**src/rtl/msq_pkg.sv**
```systemverilog
`timescale 1ns / 1ps
`default_nettype none

package msq_pkg;

   // Queue geometry.
   localparam int SLOTS      = 16;
   localparam int SLOT_BYTES = 2048;

   localparam int SLOT_W     = $clog2(SLOTS);
   localparam int OFF_W      = $clog2(SLOT_BYTES);
   localparam int LEN_W      = $clog2(SLOT_BYTES + 1);
   localparam int BYTE_DEPTH = SLOTS * SLOT_BYTES;
   localparam int ADDR_W     = $clog2(BYTE_DEPTH);
   localparam int MLEN_W     = 12;

   // Commands.
   localparam logic [1:0] CMD_PUSH  = 2'd0;
   localparam logic [1:0] CMD_POP   = 2'd1;
   localparam logic [1:0] CMD_CLEAR = 2'd2;

   // Result status codes.
   localparam logic [1:0] ST_DONE  = 2'd0;
   localparam logic [1:0] ST_FULL  = 2'd1;
   localparam logic [1:0] ST_EMPTY = 2'd2;
   localparam logic [1:0] ST_TRUNC = 2'd3;

   typedef struct packed {
      logic [1:0] cmd;
      logic [7:0] data_byte;
      logic       last_byte;
   } req_type;

   typedef struct packed {
      logic [1:0]        status;
      logic [7:0]        data_out;
      logic              out_last;
      logic [MLEN_W-1:0] msg_length;
   } rsp_type;

   // Write side of the byte store.
   typedef struct packed {
      logic              we;
      logic [ADDR_W-1:0] addr;
      logic [7:0]        data;
   } byte_wr_type;

   // Update of the slot length table.
   typedef struct packed {
      logic              clear_all;
      logic              set;
      logic              free;
      logic [SLOT_W-1:0] addr;
      logic [LEN_W-1:0]  len;
   } len_wr_type;

   // Registered read-out of the slot length table.
   typedef struct packed {
      logic             head_full;
      logic [LEN_W-1:0] head_len;
      logic             tail_full;
   } len_rd_type;

   function automatic logic [ADDR_W-1:0] byte_addr(input logic [SLOT_W-1:0] slot,
                                                   input logic [OFF_W-1:0]  off);
      byte_addr = ADDR_W'(slot) * ADDR_W'(SLOT_BYTES) + ADDR_W'(off);
   endfunction

   function automatic logic [SLOT_W-1:0] next_slot(input logic [SLOT_W-1:0] slot);
      next_slot = (slot == SLOT_W'(SLOTS - 1)) ? '0 : slot + 1'b1;
   endfunction

endpackage

`default_nettype wire

```
**src/rtl/msq_len_ram.sv**
```systemverilog
`timescale 1ns / 1ps
`default_nettype none

module msq_len_ram (
   input  wire logic                        clock,
   input  wire logic                        reset,
   input  wire msq_pkg::len_wr_type         wr,
   input  wire logic                        re,
   input  wire logic [msq_pkg::SLOT_W-1:0]  head_addr,
   input  wire logic [msq_pkg::SLOT_W-1:0]  tail_addr,
   output msq_pkg::len_rd_type              rd
);
   import msq_pkg::*;

   // Lengths are only meaningful where the full bit is set; the full bits
   // alone are cleared by reset and by a queue clear.
   logic [LEN_W-1:0] mem [SLOTS];
   logic [SLOTS-1:0] full_ff;
   len_rd_type       rd_ff;

   always_ff @(posedge clock) begin
      if (wr.set) begin
         mem[wr.addr] <= wr.len;
      end
   end

   always_ff @(posedge clock) begin
      if (reset || wr.clear_all) begin
         full_ff <= '0;
      end else if (wr.set) begin
         full_ff[wr.addr] <= 1'b1;
      end else if (wr.free) begin
         full_ff[wr.addr] <= 1'b0;
      end
   end

   always_ff @(posedge clock) begin
      if (re) begin
         rd_ff.head_full <= full_ff[head_addr];
         rd_ff.head_len  <= mem[head_addr];
         rd_ff.tail_full <= full_ff[tail_addr];
      end
   end

   assign rd = rd_ff;

endmodule

`default_nettype wire

```
**config.mk**
```make
export PLATFORM = sky130hd
export DESIGN_NAME = msq_len_ram
export DESIGN_NICKNAME = d
export VERILOG_FILES = /design/src/rtl/msq_pkg.sv /design/src/rtl/msq_len_ram.sv
export SDC_FILE = /design/constraint.sdc
export NUM_CORES = 1
export LEC_CHECK = 0
export CAP_MARGIN = 30
export CORE_AREA = 2 2 200 104
export DETAILED_ROUTE_END_ITERATION = 16
export DIE_AREA = 0 0 202 106
export DONT_BUFFER_PORTS = 1
export GPL_ROUTABILITY_DRIVEN = 1
export HOLD_SLACK_MARGIN = 0.12
export PLACE_DENSITY = 0.65
export SLEW_MARGIN = 20
export SYNTH_ARGS = -nofsm -noshare
export SYNTH_HDL_FRONTEND = slang
export SYNTH_SLANG_ARGS = --single-unit
```
**constraint.sdc**
```tcl
create_clock -name clock -period 2.7 [get_ports clock]
set_clock_uncertainty 0.1 [all_clocks]
set_input_delay 0.27 -clock clock [delete_from_list [all_inputs] [get_ports clock]]
set_output_delay 0.27 -clock clock [all_outputs]
set_load 0.02 [all_outputs]
```
==> impl.org, run 1 <==
** Outcome
- Status :: finished clean

** Placement
- HPWL Detailed :: between 10000 and 15000 um
- Count of buffers inserted at the top-level ports :: 0
- Placer Congestion :: ~0.87
- Total instance count after detailed placement :: 680

** STA
- For the final routed database, the setup TNS stands at 0 ps.
- Min Clock Period, post-route :: ~2600 ps
- Final Hold Violating Endpoints :: 0
- Across all hold checks on the routed design, the worst slack comes to roughly 140 ps.
- Worst-case headroom to the max-slew limit :: just over 40%
- Total setup violations reported at the end of the flow :: 0
- Timing would allow up to about 390 MHz.
- Tcrit/Tclk final :: between 90 and 100%
- Setup repair after global routing missed its margin :: false
- The final number of max-transition violations came to 0.
- At the pin with the least slew margin, the transition time is about 900 ps.

** Clocking
- TritonCTS Sinks :: roughly 220
- Number of buffers added by the clock tree synthesis step :: 20
- After clock tree synthesis, the clock-pin slew on the worst setup and hold paths is about 60 ps.
- CTS placed an instance of sky130_fd_sc_hd__clkbuf_16 at the clock tree root.
- # resized after CTS :: 0
- Number of H-tree levels :: 1
- Longest Clk Path Bufs :: 3
- Worst-Skew Late Latency :: ~490 ps
- CTS tree :: built

** Floorplanning
- Full die area :: around 21000 um2
- Area of the core :: a little under 20000 um2
- Die width :: 202 um
- I/O pin count :: 44
- Site row count :: 37
- Once the floorplan was initialized, standard cells occupied between 40% and 50% of the core.
- Height of the die :: ~110 um

** Setup path
- STA puts the critical path data required time at around 2800 ps.
- Largest stage delay on the critical path :: 560 ps
- STA classifies the critical path startpoint as a register.
- The critical path goes through mux4_1 > dlygate4sd3_1 > a22oi_1 > nand2_1 > dlygate4sd3_1.
- The largest individual stage delay along the critical path comes from the cell sky130_fd_sc_hd__dlygate4sd3_1.
- CP endpoint kind :: register
- The cell that appears most often on the critical path is sky130_fd_sc_hd__dlygate4sd3_1.
- For the worst setup path, the data arrival time is 2690 ps.
- Of all nets on the critical path, the largest fanout is 1.
- The number of buffers and inverters on the critical path is 2.
- Setup CP Type :: reg2reg
- Top delay family on crit path :: buffers and inverters

** Logic synthesis
- Fraction of synthesis flops using an asynchronous set or reset pin :: 0%
- Dominant synthesized flop cell :: sky130_fd_sc_hd__edfxtp_1
- Counting distinct cell types in the post-synthesis netlist gives 25.
- Mapped Cells :: approximately 420
- Nets in the synthesized netlist :: between 400 and 500
- During synthesis, Yosys emitted a total of 0 warnings.
- Yosys instantiated no cell more often than sky130_fd_sc_hd__edfxtp_1.
- The mapped netlist covers about 8700 um2.
- The synthesized design devotes to its leading area cell type ~71% of total area.
- Largest area contributor in the synthesized netlist :: sky130_fd_sc_hd__edfxtp_1
- In the synthesized netlist, the cells that appear most often are 206 x sky130_fd_sc_hd__edfxtp_1, 32 x sky130_fd_sc_hd__mux4_2, 26 x sky130_fd_sc_hd__a22oi_1, 26 x sky130_fd_sc_hd__nand2_1, 24 x sky130_fd_sc_hd__mux4_1.
- Per-instance average area after synthesis :: 20.4 um2
- Number of synthesized register bits :: roughly 220
- Sequential element share of the synthesized area :: between 70% and 80%
- By area the synthesized netlist is led by sky130_fd_sc_hd__edfxtp_1 71%, sky130_fd_sc_hd__mux4_2 8.3%, sky130_fd_sc_hd__mux4_1 7.3%.
- The synthesized design contains between 200 and 250 enable-type register cells.

** Final layout
- At the end of the flow, the number of nets in the layout was between 400 and 500.
- Total inserted antenna cells :: 0
- Share of cells above drive strength 1 :: around 14%
- P&R area growth vs syn :: 14.5%
- Post-layout instance count excluding filler cells :: 752

** Routing
- Iteration-0 DRC count of the detailed router :: 554
- Drt pass-1 iters :: 5
- In the routed layout, each cell is associated on average with a via count of just under 6.
- For this run, design rule violations remaining after detail routing come to 0.
- Post-DRT Antenna Nets :: 0
- WL/cell :: approximately 26 um
- Vias post-DR :: approximately 4400
- Aggregate routed wire length :: 19800 um

** Global routing
- The first global-routing pass estimated approximately 30000 um of wire.
- The total overflow left after global routing is 0.
- Initial antenna violation count :: 0
- The via count of the first global-routing pass is 4447.
- Entering global routing, the biggest net connects 52 pins.
- For this run, the total global-route usage over all layers was measured as approximately a fifth.

** Power and ir drop
- Dividing total power by cell area gives a power density of roughly 700 nW/um2.
- Static leakage :: approximately 3.3 nW
- Max rail drop VDD :: between 0.4 and 0.5 mV

** Min path
- The min-delay analysis places its worst path in the category in2reg.

** Flow run
- Max-cap violations :: 0
==> cell families (layout without fill, tap and decap cells) <==
family	count (synthesis)	in the layout	share of synthesized area [%]
DFF	222	222	75.1
and+or+nand+nor	49	49	2.79
muxes	59	59	16.0
buffers and inverters	36	91	2.01
AOI/OAI and AO/OA	58	58	4.10
==> per-layer routing <==
layer  GRT usage [%]  vias up  wire, um
li1                -     1847         -
met1            29.8     2280      9400
met2            27.9      228      8500
met3            4.32       32      1680
met4            3.05        0       259
met5               0        -         0
==> cells in the final DEF (no fill, tap or decap), types with 4 or more instances in the layout <==
| master | Yosys | final |
|---|---|---|
| sky130_fd_sc_hd__edfxtp_1 | 206 | 206 |
| sky130_fd_sc_hd__dlygate4sd3_1 | 0 | 37 |
| sky130_fd_sc_hd__mux4_2 | 32 | 32 |
| sky130_fd_sc_hd__a22oi_1 | 26 | 26 |
| sky130_fd_sc_hd__nand2_1 | 26 | 26 |
| sky130_fd_sc_hd__mux4_1 | 24 | 24 |
| sky130_fd_sc_hd__clkbuf_16 | 0 | 21 |
| sky130_fd_sc_hd__inv_1 | 16 | 16 |
| sky130_fd_sc_hd__o21ai_0 | 16 | 16 |
| sky130_fd_sc_hd__a21oi_1 | 16 | 16 |
| sky130_fd_sc_hd__dfxtp_1 | 16 | 16 |
| sky130_fd_sc_hd__nand3_1 | 5 | 5 |
| sky130_fd_sc_hd__nor2b_1 | 4 | 4 |
| sky130_fd_sc_hd__clkbuf_1 | 13 | 4 |
| sky130_fd_sc_hd__clkinv_1 | 0 | 4 |
==> worst register-to-register path: stages, from the launching register on <==
cell and delay [ps]:
sky130_fd_sc_hd__edfxtp_1 370, sky130_fd_sc_hd__mux4_1 490, sky130_fd_sc_hd__dlygate4sd3_1 560, sky130_fd_sc_hd__a22oi_1 160, sky130_fd_sc_hd__nand2_1 70, sky130_fd_sc_hd__dlygate4sd3_1 560
==> state kept, by name, indices dropped and copies added (netlist names), named ones only <==
signal,count
mem,192
rd,14
==> area by class of cell <==
type	count	area [um2]
inverters	16	60.1
clock buffers	26	554
well taps	273	342
repair buffers	41	413
multi-input cells	166	1980
clock inverters	8	60.1
fillers	1586	9950
flip-flops and latches	222	6510
==> metrics by stage <==
stage,instance area [um2],util [%],total power [W],setup WS [ps]
floorplan,8660,-,0.00415,1040
global placement,8910,44.9,0.00418,923
detailed placement,8910,44.9,0.00418,909
CTS,9910,49.9,0.00697,130
global route,9910,49.9,0.00715,75.3
finish,9910,49.9,0.00693,141
==> path summary, 6_finish.rpt <==
path,start,slack (ps),depth (start not counted),to
max,mem[5][11]$_DFFE_PP_,140,5,rd[12]$_DFFE_PP_
min,head_addr[1],140,3,rd[2]$_DFFE_PP_
max reg2reg,mem[5][11]$_DFFE_PP_,140,5,rd[12]$_DFFE_PP_
min reg2reg,register,400,2,register
==> power breakdown <==
part	switching [W]	internal, W
sequential	0.0000441	0.00384
combinational	0.000183	0.000145
clock	0.00118	0.00154
total	0.00141	0.00552
==> repair_timing <==
action | 4_1_cts | 5_1_grt
endpoints found under the hold margin | 235 | 0
hold buffers | 38 | 0
buffers inserted | 0 | 0
Note: power is estimated with default switching activity, not from simulation.
==> run 2, diff against run 1 <==
ABC_AREA = 1   (was default)
CORE_AREA = 2 2 212 110   (was 2 2 200 104)
DIE_AREA = 0 0 214 112   (was 0 0 202 106)
==> run 2 against run 1 <==
Total power rose by 11%; first-iteration DRC count rose by 69%; non-clock buffer count rose by 9; register-to-register slack improved by 180 ps; design area rose by 12%; clock power rose by 21%; wire length rose by 30%.
==> impl.org, run 2 <==
** Final layout
- The register containing the most flip-flops in the final layout is mem (unchanged).
- The final-stage net count came to 1054 (was 497).
- Most used cells in the layout excluding fill and tap cells :: 316 x sky130_fd_sc_hd__nand2_1, 206 x sky130_fd_sc_hd__edfxtp_1, 194 x sky130_fd_sc_hd__nand3_1 (was 206 x sky130_fd_sc_hd__edfxtp_1, 37 x sky130_fd_sc_hd__dlygate4sd3_1, 32 x sky130_fd_sc_hd__mux4_2)
- The flip-flop count of the largest register, all copies and words added came to 192 (unchanged).
- Cell area after layout :: 11200 um2 (was 9910 um2)
- Commonest non-fill, non-tap cell in the layout :: sky130_fd_sc_hd__nand2_1 (was sky130_fd_sc_hd__edfxtp_1)
- The number of inserted diodes was 0 (unchanged).
- The ratio of cells with drive above 1 in the final layout was 4.62% (was 13.6%).
- P&R area growth vs syn :: 13.9% (was 14.5%)

** Floorplanning
- Initial cell density of the core :: 44.1% (was 43.6%)
- Site row count :: 39 (was 37)
- Full die area :: 24000 um2 (was 21400 um2)
- The x dimension of the die was 214 um (was 202 um).
- I/O pin count :: 44 (unchanged)
- The floorplan die height is 112 um (was 106 um).
- The placeable core area came to 22200 um2 (was 19900 um2).

** Placement
- Worst slack at placement :: 689 ps (was 909 ps)
- The routability congestion estimate from global placement came to 0.889 (was 0.867).
- Cell Area, Placed :: 9950 um2 (was 8910 um2)
- The HPWL after detailed placement is 15900 um (was 11800 um).
- Count of buffers inserted at the top-level ports :: 0 (unchanged)

** Setup path
- Worst reg2reg path endpoint :: rd[6]$_DFFE_PP_ (was rd[12]$_DFFE_PP_)
- The launching element type of the critical path is an input pin (was register).
- The slack of the worst reg-to-reg path came to 320 ps (was 140 ps).
- Beginning of the critical path :: head_addr[0] (was mem[5][11]$_DFFE_PP_)
- The startpoint-to-endpoint class of the critical path is in2reg (was reg2reg).
- Crit path arrival time :: 2660 ps (was 2690 ps)
- CP endpoint kind :: register (unchanged)
- The required time reported for the critical path endpoint came to 2860 ps (was 2840 ps).
- The largest fanout on the critical path was 99 (was 1).
- The launch point of the worst reg-to-reg path was mem[13][5]$_DFFE_PP_ (was mem[5][11]$_DFFE_PP_).
- The worst reg2reg path depth came to 8 (was 5).

** Routing
- The number of detailed-routing iterations run before antenna repair came to 5 (unchanged).
- The total wirelength of the detailed-routed design is 25900 um (was 19800 um).
- The remaining design rule violation count came to 0 (unchanged).
- The overall via count from detail_route is 6852 (was 4387).
- The via density per instance came to 5.09 (was 5.83).
- Post-DRT Antenna Nets :: 0 (unchanged)
- The detailed-route wire length per cell came to 19.2 um (was 26.4 um).
- Iteration-0 DRC count of the detailed router :: 935 (was 554)

** Logic synthesis
- Number of synthesized flops with an enable pin :: 206 (unchanged)
- The commonest register cell after synthesis was sky130_fd_sc_hd__edfxtp_1 (unchanged).
- Sequential element share of the synthesized area :: 66.5% (was 75.1%)
- The cell area after synthesis came to 9790 um2 (was 8660 um2).
- List of most frequent post-synthesis cells :: 316 x sky130_fd_sc_hd__nand2_1, 206 x sky130_fd_sc_hd__edfxtp_1, 194 x sky130_fd_sc_hd__nand3_1 (was 206 x sky130_fd_sc_hd__edfxtp_1, 32 x sky130_fd_sc_hd__mux4_2, 26 x sky130_fd_sc_hd__a22oi_1, 26 x sky130_fd_sc_hd__nand2_1, 24 x sky130_fd_sc_hd__mux4_1)
- The number of flip-flops and latches in the synthesized netlist was 222 (unchanged).
- Proportion of netlist area held by the largest area contributor :: 63.2% (was 71.4%)
- The cell taking the most area after synthesis is sky130_fd_sc_hd__edfxtp_1 (unchanged).
- The post-synthesis instance total was 998 (was 424).
- The yosys synthesis warning count was 0 (unchanged).
- Count leader, synth :: sky130_fd_sc_hd__nand2_1 (was sky130_fd_sc_hd__edfxtp_1)
- Cell variety after synth :: 16 (was 25)
- Fraction of synthesis flops using an asynchronous set or reset pin :: 0% (unchanged)
- Synth top area cells: sky130_fd_sc_hd__edfxtp_1 63%, sky130_fd_sc_hd__nand2_1 12%, sky130_fd_sc_hd__nand3_1 9.9% (was sky130_fd_sc_hd__edfxtp_1 71%, sky130_fd_sc_hd__mux4_2 8.3%, sky130_fd_sc_hd__mux4_1 7.3%).
- The post-synthesis net count was 1028 (was 454).
- Per-instance average area after synthesis :: 9.81 um2 (was 20.4 um2)

** STA
- Upper clock frequency limit :: 400 MHz (was 391 MHz)
- The aggregate negative setup slack came to 0 ps (unchanged).
- The number of setup violations in the final report is 0 (unchanged).
- The final number of max-transition violations was 0 (unchanged).
- Tcrit/Tclk final :: 92.5% (was 94.8%)
- The final critical delay including setup and external delays was 2500 ps (was 2560 ps).
- The final hold violation count is 0 (unchanged).
- The worst relative slew slack was 42.1% (was 41.3%).
- The setup slack after layout was 203 ps (was 141 ps).
- Setup repair after global routing missed its margin: false (unchanged).
- Pin slew with the least headroom to its limit :: 867 ps (was 878 ps)

** Min path
- Hold EP :: rd[3]$_DFFE_PP_ (was rd[2]$_DFFE_PP_)
- Path class of the lowest-slack min-delay path :: in2reg (unchanged)
- Worst min-delay path startpoint :: head_addr[1] (unchanged)
- The cell depth of the worst hold path came to 4 (was 3).

** Clocking
- The clock latency of the later-clocked register in the worst-skew pair is 510 ps (was 490 ps).
- TritonCTS Sinks :: 222 (unchanged)
- Longest Clk Path Bufs :: 3 (unchanged)
- Setup repair bufs after CTS :: 0 (unchanged)
- The maximum level of the CTS H-tree came to 1 (unchanged).
- Root Buffer :: sky130_fd_sc_hd__clkbuf_16 (unchanged)
- CTS tree :: built (unchanged)
- The clock buffer count from CTS was 21 (was 20).
- The clock edge transition at the registers on the reported setup and hold paths came to 70 ps (was 60 ps).

** Global routing
- The number of antenna violations at the first check in global routing was 0 (unchanged).
- Maximum number of pins on one net before global-route repair :: 100 (was 52)
- The via count of the first global-routing pass is 6221 (was 4447).
- The overall overflow remaining after global route was 0 (unchanged).
- The overall track demand over capacity in global routing was 21.9% (was 19.1%).
- The global-route wire length before repair was 39100 um (was 29400 um).

** Outcome
- Status :: finished clean (unchanged)

** Flow run
- Max-cap violations :: 0 (unchanged)

** Power and ir drop
- The static leakage power is 4.78 nW (was 3.32 nW).
- Power per cell area :: 689 nW/um2 (was 699 nW/um2)
- Max rail drop VDD :: 0.562 mV (was 0.446 mV)
[run 2: cell types whose count changed in the layout (fill, tap and decap cells not counted), sizes merged, moves of 4 or more]
cell / before / now
a22oi: 26 / 0
buf: 4 / 9
nand2: 26 / 316
nor2: 2 / 9
inv: 16 / 190
mux4: 56 / 0
bufinv: 1 / 6
nor2b: 4 / 0
o21ai: 16 / 0
nand3: 5 / 194
[run 2: worst max-delay path, cell delays in order]
cell                            delay (ps)
sky130_fd_sc_hd__inv_4                 310
sky130_fd_sc_hd__buf_4                 350
sky130_fd_sc_hd__nand2_1                80
sky130_fd_sc_hd__nand3_1                70
sky130_fd_sc_hd__nand3_1               190
sky130_fd_sc_hd__nand3_1               150
sky130_fd_sc_hd__dlygate4sd3_1         560
sky130_fd_sc_hd__nand2_1                50
sky130_fd_sc_hd__dlygate4sd3_1         560
[run 2: layout make-up]
cell class,count,area [um2]
flip-flops and latches,222,6510
inverters,192,727
repair buffers,50,497
multi-input cells,537,2290
well taps,307,384
clock buffers,23,533
clock inverters,14,218
fillers,1982,11100
[run 2: power by group]
group	switching, W	leakage [nW]	internal, W
logic	0.000345	2.40	0.000150
clock network	0.00130	0.373	0.00200
registers	0.0000492	2.00	0.00384
total	0.00169	4.78	0.00599
[run 2: metrics by stage]
stage | total power (W) | instances | hold slack, ps | utilization, %
final | 0.00769 | 1345 | 145 | 50.2
after global routing | 0.00790 | 1345 | 145 | 50.2
after CTS | 0.00769 | 1344 | 121 | 50.1
after detailed placement | 0.00431 | 1265 | 270 | 44.8
after global placement | 0.00431 | 1265 | 270 | 44.8
after floorplan | 0.00425 | 998 | 269 | -
[run 2: metal layers]
metal / wire, um / GRT usage (%) / up-vias
li1: - / - / 3253
met1: 12500 / 36.4 / 3207
met2: 9700 / 27.7 / 350
met3: 3200 / 6.17 / 42
met4: 425 / 3.78 / 0
met5: 0 / 0 / -
[run 2: worst max-delay path by stage]
stage / end / slack (ps)
after floorplan: mem[1][0]$_DFFE_PP_ / 1190
after global routing: rd[6]$_DFFE_PP_ / 150
after global placement: mem[12][5]$_DFFE_PP_ / 720
after CTS: register / 100
after detailed placement: mem[12][5]$_DFFE_PP_ / 690
final: rd[6]$_DFFE_PP_ / 200
[run 2: cells by family (layout without fill, tap and decap cells)]
family	after synthesis	in the layout	share of synthesized area, %
and+or+nand+nor	521	521	22.5
DFF	222	222	66.5
buffers and inverters	239	279	10.2
AOI/OAI and AO/OA	16	16	0.818
[run 2: what timing repair did]
| action | CTS | global route |
|---|---|---|
| endpoints found under the setup margin | 0 | 13 |
| hold buffers | 42 | 0 |
| endpoints found under the hold margin | 236 | 0 |
| gates resized for setup | 0 | 3 |
==> run 3, diff against run 2 <==
CORE_AREA = 2 2 174 91   (was 2 2 212 110)
DIE_AREA = 0 0 176 93   (was 0 0 214 112)
PLACE_DENSITY = 0.88   (was 0.65)
==> run 3 against run 2 <==
Via count up 5.7%; worst setup slack worse by 52 ps; sequential cell count did not move; die area decreased by 32%; fmax fell by 2.0%; non-clock buffer count fell by 1; design area decreased by 2.3%; count of clock-buffer cells in the layout is 7 higher; combinational power decreased by 3%; utilization is 23 points higher; wire length shrank 2.9%; sequential share of layout area increased by 1.3 points; largest cell class unchanged.
==> impl.org, run 3 (synthesized netlist as in run 2, its figures left out) <==
** Outcome
- Status: finished clean (unchanged).

** Final layout
- Area taken by multi-input logic gates :: 2280 um2 (was 2290 um2)
- Cell area after layout :: 10900 um2 (was 11200 um2)
- The flip-flop count of the largest register, all copies and words added is 192 (unchanged).
- Most used cells in the layout excluding fill and tap cells: 316 x sky130_fd_sc_hd__nand2_1, 206 x sky130_fd_sc_hd__edfxtp_1, 194 x sky130_fd_sc_hd__nand3_1 (unchanged).
- Register with the highest flop count :: mem (unchanged)
- Footprint of the flip-flops and latches :: 6510 um2 (unchanged)
- Commonest non-fill, non-tap cell in the layout :: sky130_fd_sc_hd__nand2_1 (unchanged)
- The final-stage net count came to 1052 (was 1054).
- The ratio of cells with drive above 1 in the final layout came to 3.76% (was 4.62%).
- The fill cell total of the finished layout is 923 (was 1982).
- The synthesis-to-finish area growth is 11.4% (was 13.9%).

** Routing
- Vias per std cell :: 5.82 (was 5.09)
- Routed metal-1 wirelength :: 9790 um (was 12500 um)
- Iteration-0 DRC count of the detailed router :: 1047 (was 935)
- The top layer used by detailed routing is met5 (was met4).
- Routed wl met2 :: 10700 um (was 9700 um)
- The remaining design rule violation count was 0 (unchanged).
- The number of detailed-routing iterations run before antenna repair came to 6 (was 5).
- The detailed-route wire length per cell is 20.2 um (was 19.2 um).
- Total length of routed met3 wires :: 4020 um (was 3200 um)
- Vias post-DR :: 7242 (was 6852)
- Post-DRT Antenna Nets :: 0 (unchanged)
- Aggregate routed wire length :: 25100 um (was 25900 um)

** Placement
- Worst slack at placement :: 847 ps (was 689 ps)
- Cell Area, Placed :: 9820 um2 (was 9950 um2)
- Placer Congestion :: 0.956 (was 0.889)
- The HPWL after detailed placement came to 14400 um (was 15900 um).
- Count of buffers inserted at the top-level ports :: 0 (unchanged)

** Global routing
- Total global routing track utilization :: 32.2% (was 21.9%)
- Via count of the first global-routing pass :: 6939 (was 6221)
- Total congestion overflow :: 0 (unchanged)
- Maximum number of pins on one net before global-route repair :: 97 (was 100)
- The number of antenna violations at the first check in global routing came to 5 (was 0).
- First-pass GRT wire length :: 39200 um (was 39100 um)

** Min path
- The type of the tightest min-delay check is in2reg (unchanged).
- Worst min-delay path startpoint :: head_addr[1] (unchanged)

** STA
- The portion of the clock cycle consumed by the worst path in the final layout is 94.4% (was 92.5%).
- The aggregate negative setup slack was 0 ps (unchanged).
- Final Hold Violating Endpoints :: 0 (unchanged)
- The worst relative slew slack was 35.8% (was 42.1%).
- Final worst-path setup slack :: 151 ps (was 203 ps)
- The transition at the pin with the smallest max-transition slack is 959 ps (was 867 ps).
- The number of setup violations in the final report was 0 (unchanged).
- The worst hold slack after final layout came to 121 ps (was 145 ps).
- The final critical delay including setup and external delays is 2550 ps (was 2500 ps).
- The maximum frequency from static timing analysis is 392 MHz (was 400 MHz).
- Setup repair after global routing missed its margin: false (unchanged).
- Final Slew Violations :: 0 (unchanged)

** Power and ir drop
- Max rail drop VDD :: 0.722 mV (was 0.562 mV)
- The static leakage power was 4.70 nW (was 4.78 nW).
- Power per cell area :: 658 nW/um2 (was 689 nW/um2)

** Clocking
- Number of H-tree levels :: 1 (unchanged)
- TritonCTS Sinks :: 222 (unchanged)
- Worst-Skew Late Latency :: 510 ps (about the same)
- The clock edge transition at the registers on the reported setup and hold paths is 60 ps (was 70 ps).
- CTS tree :: built (unchanged)
- Longest Clk Path Bufs :: 3 (unchanged)
- # resized after CTS :: 0 (unchanged)
- The count of buffers added by post-CTS timing repair for setup came to 0 (unchanged).
- The clock buffer count from CTS is 20 (was 21).
- Number of buffers inserted for hold repair after clock tree synthesis :: 41 (was 42)
- Root Buffer :: sky130_fd_sc_hd__clkbuf_16 (unchanged)

** Setup path
- CP startpoint kind :: input pin (unchanged)
- The startpoint-to-endpoint class of the critical path is in2reg (unchanged).
- The required time reported for the critical path endpoint is 2720 ps (was 2860 ps).
- The critical path arrival is 2570 ps (was 2660 ps).
- The largest fanout on the critical path is 12 (was 99).
- CP endpoint kind :: register (unchanged)
- The startpoint of the most critical setup path is wr[13] (was head_addr[0]).

** Flow run
- Max-cap violations :: 0 (unchanged)

** Floorplanning
- The row count was 32 (was 39).
- The area enclosed by the die boundary is 16400 um2 (was 24000 um2).
- The placeable core area is 14900 um2 (was 22200 um2).
- Initial cell density of the core :: 65.5% (was 44.1%)
- The floorplan die height is 93 um (was 112 um).
- Die width :: 176 um (was 214 um)
- The number of top-level pins was 44 (unchanged).
==> run 3: cell types whose count changed in the layout (fill, tap and decap cells not counted), moves of 4 or more <==
cell                        before  now
sky130_fd_sc_hd__bufinv_16       6    1
sky130_fd_sc_hd__clkbuf_1        2    8
sky130_fd_sc_hd__clkinv_2        6    2
sky130_fd_sc_hd__diode_2         0    4
==> run 3: cell type report <==
cell class	count	share of cell area, %
antenna	4	0.0918
clock buffer	30	5.22
timing repair buffer	49	4.48
tap	204	2.34
clock inverter	6	0.585
inverter	192	6.64
sequential	222	59.7
multi-input combinational	537	21.0
==> run 3: stage by stage <==
step	cells	utilization [%]	total power [W]
after floorplan	998	-	0.00425
after global placement	1162	65.8	0.00428
after detailed placement	1162	65.8	0.00430
after CTS	1239	72.8	0.00715
after global routing	1242	72.9	0.00733
final	1244	73.0	0.00718
==> run 3: metal layers <==
metal | track usage, % | up-vias
met5 | 0 | -
met4 | 8.26 | 6
met3 | 9.96 | 97
met2 | 47.6 | 552
met1 | 47.1 | 3328
li1 | - | 3259
==> run 3: path summary, 6_finish.rpt <==
| path | cells past startpoint | to | slack, ps |
|---|---|---|---|
| max | 7 | mem[5][0]$_DFFE_PP_ | 150 |
| min | 4 | rd[8]$_DFFE_PP_ | 120 |
| max reg2reg | 8 | rd[13]$_DFFE_PP_ | 380 |
| min reg2reg | 2 | register | 360 |
==> run 3: power by group <==
part / switching (W) / internal, W / leakage [nW] / total, W
Clock: 0.00124 / 0.00157 / 0.307 / 0.00280
Combinational: 0.000333 / 0.000148 / 2.40 / 0.000481
Sequential: 0.0000477 / 0.00384 / 2.00 / 0.00389
==> run 3: critical path: stages <==
cell and delay, ps:
sky130_fd_sc_hd__dlygate4sd3_1 590, sky130_fd_sc_hd__inv_1 90, sky130_fd_sc_hd__nand2_1 150, sky130_fd_sc_hd__nor2_1 210, sky130_fd_sc_hd__dlygate4sd3_1 600, sky130_fd_sc_hd__nand2_1 70
sky130_fd_sc_hd__inv_1 590
